===== config.mk =====
export PLATFORM = sky130hd
export DESIGN_NAME = tye_ctrl
export DESIGN_NICKNAME = d
export VERILOG_FILES = /design/src/hdl/tye_pkg.sv /design/src/hdl/tye_ctrl.sv
export SDC_FILE = /design/constraint.sdc
export NUM_CORES = 1
export LEC_CHECK = 0
export ABC_AREA = 1
export ABC_CLOCK_PERIOD_IN_PS = 900
export BUFFER_PORTS_ARGS = -buffer_cell sky130_fd_sc_hd__buf_2
export CAP_MARGIN = 40
export CORE_AREA = 2 2 39 41
export CTS_BUF_LIST = sky130_fd_sc_hd__clkbuf_2 sky130_fd_sc_hd__clkbuf_4 sky130_fd_sc_hd__clkbuf_8
export CTS_CLUSTER_DIAMETER = 80
export CTS_CLUSTER_SIZE = 30
export DETAILED_ROUTE_END_ITERATION = 10
export DIE_AREA = 0 0 41 43
export SLEW_MARGIN = 10
export SYNTH_ARGS = -nofsm -noshare
export SYNTH_HDL_FRONTEND = slang
export SYNTH_SLANG_ARGS = --single-unit
export TNS_END_PERCENT = 50

===== constraint.sdc =====
create_clock -name clk -period 0.9 [get_ports clk]
set_input_delay 0.135 -clock clk [delete_from_list [all_inputs] [get_ports clk]]
set_output_delay 0.135 -clock clk [all_outputs]
set_load 0.005 [all_outputs]

===== src/hdl/tye_pkg.sv =====
// ----------------------------------------------------------------------------
// tye_pkg
// shared types, constants and the arctangent table for the tilt and yaw block
// ----------------------------------------------------------------------------
package tye_pkg;

	localparam int SAMPLE_BITS  = 16;
	localparam int ANGLE_BITS   = 16;
	localparam int CORDIC_STEPS = 16;
	localparam int STEP_W       = $clog2(CORDIC_STEPS + 1);
	localparam int VEC_W        = 52;

	localparam logic [31:0] TURN_HALF    = 32'h8000_0000;
	localparam logic [31:0] TURN_QUARTER = 32'h4000_0000;

	localparam logic CFG_GRAVITY = 1'b0;
	localparam logic CFG_YAW_GAIN = 1'b1;

	typedef struct packed {
		logic signed [15:0] accel_x;
		logic signed [15:0] accel_y;
		logic signed [15:0] accel_z;
		logic signed [15:0] gyro_z;
	} in_word_t;

	typedef struct packed {
		logic signed [15:0] roll_angle;
		logic signed [15:0] pitch_angle;
		logic signed [15:0] yaw_angle;
		logic               roll_clipped;
	} out_word_t;

	typedef enum logic [2:0] {
		ST_IDLE,
		ST_SQRT,
		ST_ROLL,
		ST_PITCH,
		ST_DONE
	} state_t;

	// controller to datapath
	typedef struct packed {
		logic load;      // capture sample, start square root
		logic sqrt_step; // one root bit pair
		logic roll_init; // set up roll cordic
		logic pitch_init;// save roll, set up pitch cordic
		logic cordic_step;
		logic finish;    // build result word
	} dp_cmd_t;

	// datapath to controller
	typedef struct packed {
		logic sqrt_done;
		logic cordic_done;
	} dp_sts_t;

	function automatic logic [31:0] atan_turn(input logic [4:0] i);
		logic [31:0] r;
		begin
			case (i)
				5'd0:  r = 32'h20000000;
				5'd1:  r = 32'h12E4051D;
				5'd2:  r = 32'h09FB385B;
				5'd3:  r = 32'h051111D4;
				5'd4:  r = 32'h028B0D43;
				5'd5:  r = 32'h0145D7E1;
				5'd6:  r = 32'h00A2F61E;
				5'd7:  r = 32'h00517C55;
				5'd8:  r = 32'h0028BE53;
				5'd9:  r = 32'h00145F2E;
				5'd10: r = 32'h000A2F98;
				5'd11: r = 32'h000517CC;
				5'd12: r = 32'h00028BE6;
				5'd13: r = 32'h000145F3;
				5'd14: r = 32'h0000A2F9;
				5'd15: r = 32'h0000517C;
				5'd16: r = 32'h000028BE;
				5'd17: r = 32'h0000145F;
				5'd18: r = 32'h00000A2F;
				5'd19: r = 32'h00000517;
				5'd20: r = 32'h0000028B;
				5'd21: r = 32'h00000145;
				5'd22: r = 32'h000000A2;
				5'd23: r = 32'h00000051;
				default: r = 32'h0;
			endcase
			return r;
		end
	endfunction

	// round a 32-bit turn to the output angle width, then into the field
	function automatic logic [15:0] to_angle(input logic [31:0] a);
		logic [31:0] s;
		logic [31:0] r;
		begin
			s = a + (32'd1 << (31 - ANGLE_BITS));
			r = s >> (32 - ANGLE_BITS);
			return r[15:0];
		end
	endfunction

endpackage


===== src/hdl/tye_ctrl.sv =====
// ----------------------------------------------------------------------------
// tye_ctrl
// sequencer: square root, roll cordic, pitch cordic, result hand-off
// ----------------------------------------------------------------------------
module tye_ctrl (
	input  logic               clk,
	input  logic               arst_n,
	input  logic               in_valid,
	output logic               in_stall,
	output logic               out_valid,
	input  logic               out_stall,
	input  tye_pkg::dp_sts_t   sts,
	output tye_pkg::dp_cmd_t   cmd
);

	tye_pkg::state_t state_q, state_d;
	logic out_valid_q, out_valid_d;

	always_ff @(posedge clk or negedge arst_n) begin
		if (!arst_n) begin
			state_q     <= tye_pkg::ST_IDLE;
			out_valid_q <= 1'b0;
		end else begin
			state_q     <= state_d;
			out_valid_q <= out_valid_d;
		end
	end

	assign out_valid = out_valid_q;

	always_comb begin
		state_d     = state_q;
		out_valid_d = out_valid_q & out_stall;
		cmd         = '0;
		in_stall    = 1'b1;
		case (state_q)
			tye_pkg::ST_IDLE: begin
				in_stall = 1'b0;
				if (in_valid) begin
					cmd.load = 1'b1;
					state_d  = tye_pkg::ST_SQRT;
				end
			end
			tye_pkg::ST_SQRT: begin
				cmd.sqrt_step = 1'b1;
				if (sts.sqrt_done) begin
					cmd.sqrt_step = 1'b0;
					cmd.roll_init = 1'b1;
					state_d = tye_pkg::ST_ROLL;
				end
			end
			tye_pkg::ST_ROLL: begin
				cmd.cordic_step = 1'b1;
				if (sts.cordic_done) begin
					cmd.cordic_step = 1'b0;
					cmd.pitch_init  = 1'b1;
					state_d = tye_pkg::ST_PITCH;
				end
			end
			tye_pkg::ST_PITCH: begin
				cmd.cordic_step = 1'b1;
				if (sts.cordic_done) begin
					cmd.cordic_step = 1'b0;
					state_d = tye_pkg::ST_DONE;
				end
			end
			tye_pkg::ST_DONE: begin
				// wait until the output register is free
				if (!out_valid_q || !out_stall) begin
					cmd.finish  = 1'b1;
					out_valid_d = 1'b1;
					state_d     = tye_pkg::ST_IDLE;
				end
			end
			default: state_d = tye_pkg::ST_IDLE;
		endcase
	end

endmodule


[Yosys cells after proc, flatten, opt, wreduce, memory -nomap -nowiden]
Cells that the tools add are included.
W data, S select, Z words.
Storage, ports and cells
  register bits after elaboration: 4
  input port bits: 6
  output and inout port bits: 8
Operators by class
  equality and inequality tests: 9
  mux-type cells: 19
  bitwise gates (word level): 1
  reductions and logical operators: 5
Operator list (number)
  $mux W3: 5
  $pmux W3 S5: 1
  $ne A2 B2 Y1 const B: 5
  $mux W1: 9
  $eq A3 B2 Y1 const B: 2
  $mux W2: 3
  $reduce_and A5 Y1: 1
  $eq A3 B1 Y1 const B: 1
  $eq A3 B3 Y1 const B: 1
  $logic_not A3 Y1: 1
  $logic_not A1 Y1: 2
  $pmux W1 S2: 1
  $and A1 B1 Y1: 1
  $logic_or A1 B1 Y1: 1

[Logic depth before layout (Yosys ltp)]
Gate-level depths: netlist of run 1.
  word-level depth: 4
  mapped depth: 7

[Least setup slack after synthesis of run 1]
No wires, ideal clock.
  path type: register to register
  start: reg state_q[2]
  end: reg state_q[0]
  library setup time: 0.121 ns
  arrival: 0.893 ns
  slack: -0.115 ns
  cell stages (with the launch flop): 7
  path buffers: 0
  clock period less this slack: 1.015 ns
  path through: dfrtp_1 nor2_1 nand3_1 nand2_2 nor2_2 nand2_1 nand2_1
On the way
  word-level cells in the longest chain between the ends: 3
  elaborated cells on any way between the ends: 12
  classes of those cells: eq/ne (9); mux (1); reduce/logical (2)
RTL lines
  start, declared: RTL line tye_ctrl.sv:16  | tye_pkg::state_t state_q, state_d;
  start signal, assigned: RTL line tye_ctrl.sv:21  | state_q <= tye_pkg::ST_IDLE;
  start signal, assigned: RTL line tye_ctrl.sv:24  | state_q <= state_d;
  $eq A3 B3 Y1 (tied with other cells): RTL line tye_ctrl.sv:36  | case (state_q)
  $ne A2 B2 Y1 (no source line)
  $reduce_and A5 Y1 (no source line)
Parallel ways exist; a longest one is shown, timed or not.
A chain may end at the register's enable or synchronous reset.

==> impl_metrics.toml, run 1 <==
[timing]
tns_ps = -3105
fin_ws_ps = -399.3
report.final.setup_viol = 11
timing.fmax_ghz = 0.7696
max_slew_margin_pct = 87.91
worst_pin_slew_ps = 181.3
hold_viol_final = 0
grt_setup_unrepaired = "true"
drv_slew = 0
period_share_pct = 144.4
clock_skew_ps = 1.761
finalCriticalPeriod_ps = 1299

[global_routing]
grt_pass1_vias = 332
grt-ovfl-total = 0
grt_pass1_wl_mm = 1.124
grt_max_degree = 7
antenna_found_initial = 0
grt_use_total_pct = 9.980

[cts]
cts_buffer_depth = 2
root_buffer = "clkbuf_4"
tritoncts.num_buffers = 3
clk_latency_ps = 230
h-tree-depth = 1
clkTransAtPathRegs_ps = 40
clkSinkCount = 4
cts_tree = "done"

[cells_and_area]
diodes = 0
instances_no_fill = 88
drive_gt1_share_pct = 54.17
nNetsFinal = 80
syn2layout_area_growth_pct = 97.07
final_util_pct = 36.53

[yosys]
synthSimpleGateAreaFrac_pct = 46.34
yosysSeqAreaShare_pct = 39.02
synth_compound_area_share_pct = 2.927
synthTopCellsByArea = "dfrtp_1 39%, nand2_1 22%, nor2_1 12%, inv_1 10%, nand3_1 5.9%"
synthMuxAreaShare_pct = 0
synth_seq_cells = 4
syn_avg_cell_area_um2 = 6.107
synth.distinct_cells = 10
synth_xor_area_share_pct = 0
yosysWarnings = 0
synth_top_area_cell = "dfrtp_1"
synth_adder_area_share_pct = 0
synth_cells = 42
synth_top_family_by_area = "simple AND/OR/NAND/NOR gates"
syn_area_um2 = 256.5
syn_nets = 48
synth_top_area_share_pct = 39.02

[drt]
ant_nets = 0
viasPerCell = 3.909
drtIter0Drc = 3
drt_pass1_iterations = 3
wl_per_cell_um = 8.727
drt-total-wl_um = 768
dr_total_vias = 344
drc_errors = 0

[placed_design]
dp_cells = 76
place.gp.congestion = 0.7708
hpwl_um = 474.1
port_buffers = 13

[setup_path]
worst_setup_path_end_kind = "output port"
required_ps = 760
cp_top_family = "flip-flops"
path_class = "reg2out"
arrival_ps = 1160
cp.buffers_inverters = 2
crit_chain = "inv_2 > nor2_4 > nand2_2 > nor2_1 > buf_2"
start_kind = "flip-flop"
slowest_stage = "dfrtp_1"
path_max_fanout = 3
worst-r2r-setup-slack_ps = -280
cpPeakStageDelay_ps = 420

[power]
power.total_mw = 1.684
p_leak_nw = 0.3272
irDropWorstVdd_mv = 1.013
p_per_area_nw_per_um2 = 3331

[die]
dieArea_um2 = 1763
die_h_um = 43
coreArea_um2 = 1384
die_w_um = 41
start_util_pct = 18.54
ios = 14
num_rows = 14

[status]
outcome = "complete, but fails checks"
violations = "setup timing"

[worst_hold_path]
min_path_type = "in2async"

[flow_run]
cap_violations = 0
==> kinds of logic (layout without fill, tap and decap cells) <==
group           after synthesis  after routing
flops                         4              4
simple gates                 29             29
buf+inv                       8             38
compound gates                1              1
==> flip-flops by register name, indices dropped and copies added, names as in the netlist <==
name,count
state_q,3
out_valid,1
==> placed cells by master (no fill, tap or decap) <==
cell           netlist  routed
dfrtp_2              0       1
clkbuf_4             0       3
nor2_1               8       6
nor2_4               0       3
buf_2                0      13
nand2_1             15      12
nand2_2              1       3
nor3_1               1       1
inv_2                1       2
buf_4                0      13
dfrtp_1              4       3
dlygate4sd3_1        0       1
nand2_4              0       1
inv_1                7       6
nand3_1              3       3
o21bai_1             1       1
==> layer usage <==
layer	track usage, %	part of all wire (%)	up-vias
met5	0	0	-
met4	10.00	2.9	0
met3	3.665	2.7	2
met2	14.37	54	7
met1	10.10	41	150
li1	-	-	185
==> stage by stage <==
step           worst slack [ps]  instance area, um2  hold slack [ps]
3_3_place_gp             -153.0               381.6           -57.80
2_1_floorplan            -69.06               259.0           -160.6
3_5_place_dp             -157.5               381.6           -54.59
6_report                 -399.3               505.5            234.1
4_1_cts                  -336.3               461.7            232.5
5_1_grt                  -464.8               505.5            243.6
==> final cells by class <==
class | count | area, um2
repair buffers | 27 | 172.7
flip-flops and latches | 4 | 101.3
fillers | 139 | 878.3
well taps | 16 | 20.02
clock buffers | 3 | 22.52
multi-input cells | 30 | 158.9
inverters | 8 | 30.03
==> power by group <==
part	switching, mW	internal (mW)
Sequential	0.0954	0.264
Clock	0.0751	0.149
Combinational	0.521	0.579
Total	0.692	0.992
==> worst paths after layout <==
check	depth (start not counted)	startpoint	endpoint
min in group clk	4	out_stall	out_valid$_DFF_PN0_
max in group asynchronous	2	arst_n	state_q[2]$_DFFE_PN0P_
max reg2reg	8	state_q[0]$_DFFE_PN0P_	state_q[0]$_DFFE_PN0P_
max	5	state_q[0]$_DFFE_PN0P_	cmd[3]
min	2	arst_n	state_q[1]$_DFFE_PN0P_
min reg2reg	3	out_valid$_DFF_PN0_	out_valid$_DFF_PN0_
==> synth_stat cells <==
library cell and instances:
nand3_1 3, inv_2 1, inv_1 7, dfrtp_1 4, nand2_2 1, nor3_1 1, nor2_1 8, o21bai_1 1
nand2_1 15, nor2_2 1
==> repair_timing <==
| action | in CTS | in global routing |
|---|---|---|
| resized for setup | 1 | 9 |
| pin swaps | 8 | 6 |
| buffers inserted | 6 | 2 |
| hold buffers | 1 | 0 |
| setup endpoints to repair | 10 | 11 |
| endpoints found under the hold margin | 4 | 0 |
==> worst reg2reg max path, stage by stage, from the launching register on <==
cell and delay [ps]:
dfrtp_1 420, inv_2 70, nor2_4 120, nand3_1 100
buf_4 150, nand2_4 60, nor2_4 40, nand2_1 50
nand2_1 50
Note: power is estimated with default switching activity, not from simulation.
==> inputs of run 2 (changes only) <==
--- a/config.mk
+++ b/config.mk
@@ -9,12 +9,14 @@
 export ABC_CLOCK_PERIOD_IN_PS = 900
 export BUFFER_PORTS_ARGS = -buffer_cell sky130_fd_sc_hd__buf_2
 export CAP_MARGIN = 40
-export CORE_AREA = 2 2 39 41
+export CORE_AREA = 8 8 45 47
 export CTS_BUF_LIST = sky130_fd_sc_hd__clkbuf_2 sky130_fd_sc_hd__clkbuf_4 sky130_fd_sc_hd__clkbuf_8
 export CTS_CLUSTER_DIAMETER = 80
 export CTS_CLUSTER_SIZE = 30
 export DETAILED_ROUTE_END_ITERATION = 10
-export DIE_AREA = 0 0 41 43
+export DIE_AREA = 0 0 53 55
+export HOLD_SLACK_MARGIN = 0.03
+export SETUP_SLACK_MARGIN = 0.15
 export SLEW_MARGIN = 10
 export SYNTH_ARGS = -nofsm -noshare
 export SYNTH_HDL_FRONTEND = slang
==> run 2 against run 1 <==
The flow still finishes with violations (setup timing). Highest routed layer unchanged. Routed wire length fell by 1.3%. Clock-buffer cell count did not move. Cell count fell by 3.4%. Worst setup slack improved by 64 ps. Combinational power fell by 15%. First-iteration DRC count rose by 67%.
==> impl_metrics.toml, run 2 (synthesized netlist as in run 1, its figures left out) <==
[placed_design]
port_buffers = 13
hpwl_um = 568.5
placed_cell_area_um2 = 381.6
place.gp.congestion = 0.8522

[die]
num_rows = 14
coreArea_um2 = 1384
die_w_um = 53
die_h_um = 55
dieArea_um2 = 2915
ios = 14
start_util_pct = 18.54

[cells_and_area]
diodes = 0
largest_reg_flops = 3
drive_gt1_share_pct = 55.07
final_area_um2 = 481.7
fillers = 155
multi_input_area_um2 = 156.4
final_cell_mix = "13 x buf_2, 12 x nand2_1, 10 x buf_4"
top_register = "state_q"
nNetsFinal = 77
layout_commonest_cell = "buf_2"
regArea_um2 = 102.6
syn2layout_area_growth_pct = 87.80

[timing]
drv_slew = 0
fin_ws_ps = -335.2
finalCriticalPeriod_ps = 1235
worst_pin_slew_ps = 167.8
grt_setup_unrepaired = "true"
timing.fmax_ghz = 0.8096
tns_ps = -2929
hold_viol_final = 0
max_slew_margin_pct = 88.81
report.final.setup_viol = 11
period_share_pct = 137.2
clock_skew_ps = 2.634

[flow_run]
cap_violations = 0

[drt]
viasPerCell = 4.000
drc_errors = 0
dr_wl_met2_um = 397
drt_pass1_iterations = 2
wl_met3_um = 31
drt-total-wl_um = 758
dr_total_vias = 340
maxUsedRoutingLayer = "met4"
ant_nets = 0
drtIter0Drc = 5
wl_per_cell_um = 8.918
wl_met1_um = 309

[global_routing]
grt_pass1_vias = 315
grt_max_degree = 7
grt_pass1_wl_mm = 1.179
grt_use_total_pct = 5.747
antenna_found_initial = 0
grt-ovfl-total = 0

[setup_path]
worst-r2r-setup-slack_ps = -240
path_max_fanout = 5
start_kind = "flip-flop"
worst_setup_path_end_kind = "output port"
required_ps = 760
arrival_ps = 1100
path_class = "reg2out"

[cts]
root_buffer = "clkbuf_4"
clkTransAtPathRegs_ps = 40
h-tree-depth = 1
tritoncts.num_buffers = 3
cts_buffer_depth = 2
cts_tree = "done"
clkSinkCount = 4
clk_latency_ps = 230

[worst_hold_path]
min_path_type = "in2async"

[status]
outcome = "complete, but fails checks"
violations = "setup timing"

[power]
p_per_area_nw_per_um2 = 3173
p_leak_nw = 0.3101
irDropWorstVdd_mv = 1.150
## run 2: cell count changes in the layout (fill, tap and decap cells not counted)
cell,previous run,this run
dfrtp_2,1,2
nor2_2,0,2
dfrtp_1,3,2
buf_4,13,10
nor2_1,6,5
nor2_4,3,2
## run 2: layer usage
layer,up-vias,track usage (%)
li1,180,-
met4,0,6.466
met5,-,0
met3,2,2.674
met1,144,5.191
met2,14,8.984
## run 2: through the flow
step | instances | util (%) | setup slack (ps) | hold WS, ps | total power [mW]
floorplan | 42 | - | -69.06 | -160.6 | 0.7649
global placement | 76 | 27.58 | -147.5 | -59.53 | 1.045
global route | 85 | 34.81 | -415.3 | 233.9 | 1.703
detailed placement | 76 | 27.58 | -162.3 | -58.63 | 1.053
CTS | 85 | 33.82 | -351.1 | 237.7 | 1.458
finish | 85 | 34.81 | -335.2 | 240.3 | 1.528
## run 2: critical path, cell delays in order, from the launching register on
cell,delay (ps)
dfrtp_2,450
nor2_4,140
nand2_1,80
nor2_1,80
buf_2,120
## run 2: area by class of cell
class / instances / area share (%)
Inverter: 8 / 6.234
Multi-Input combinational cell: 30 / 32.47
Clock buffer: 3 / 4.675
Sequential cell: 4 / 21.30
Timing Repair Buffer: 24 / 31.17
Tap cell: 16 / 4.156
## run 2: path summary, 6_finish.rpt
kind / to / startpoint / depth (start not counted)
max in group asynchronous: state_q[2]$_DFFE_PN0P_ / arst_n / 2
hold / removal: out_valid$_DFF_PN0_ / arst_n / 2
setup reg to reg: state_q[2]$_DFFE_PN0P_ / state_q[0]$_DFFE_PN0P_ / 8
setup / recovery: cmd[5] / state_q[2]$_DFFE_PN0P_ / 4
min in group clk: out_valid$_DFF_PN0_ / out_stall / 4
hold reg to reg: out_valid$_DFF_PN0_ / out_valid$_DFF_PN0_ / 3
## run 2: what timing repair did
item                                    4_1_cts  5_1_grt
hold endpoints to repair                      4        0
pin swaps                                     7        3
endpoints found under the setup margin       12       12
setup buffers                                 5        0
gates resized for setup                       5        6
hold buffers                                  1        0
## run 2: report_power, final
group | total, mW | internal, mW | switching, mW
Sequential | 0.381 | 0.268 | 0.113
Combinational | 0.932 | 0.474 | 0.458
Clock | 0.215 | 0.149 | 0.0666
Total | 1.53 | 0.891 | 0.637
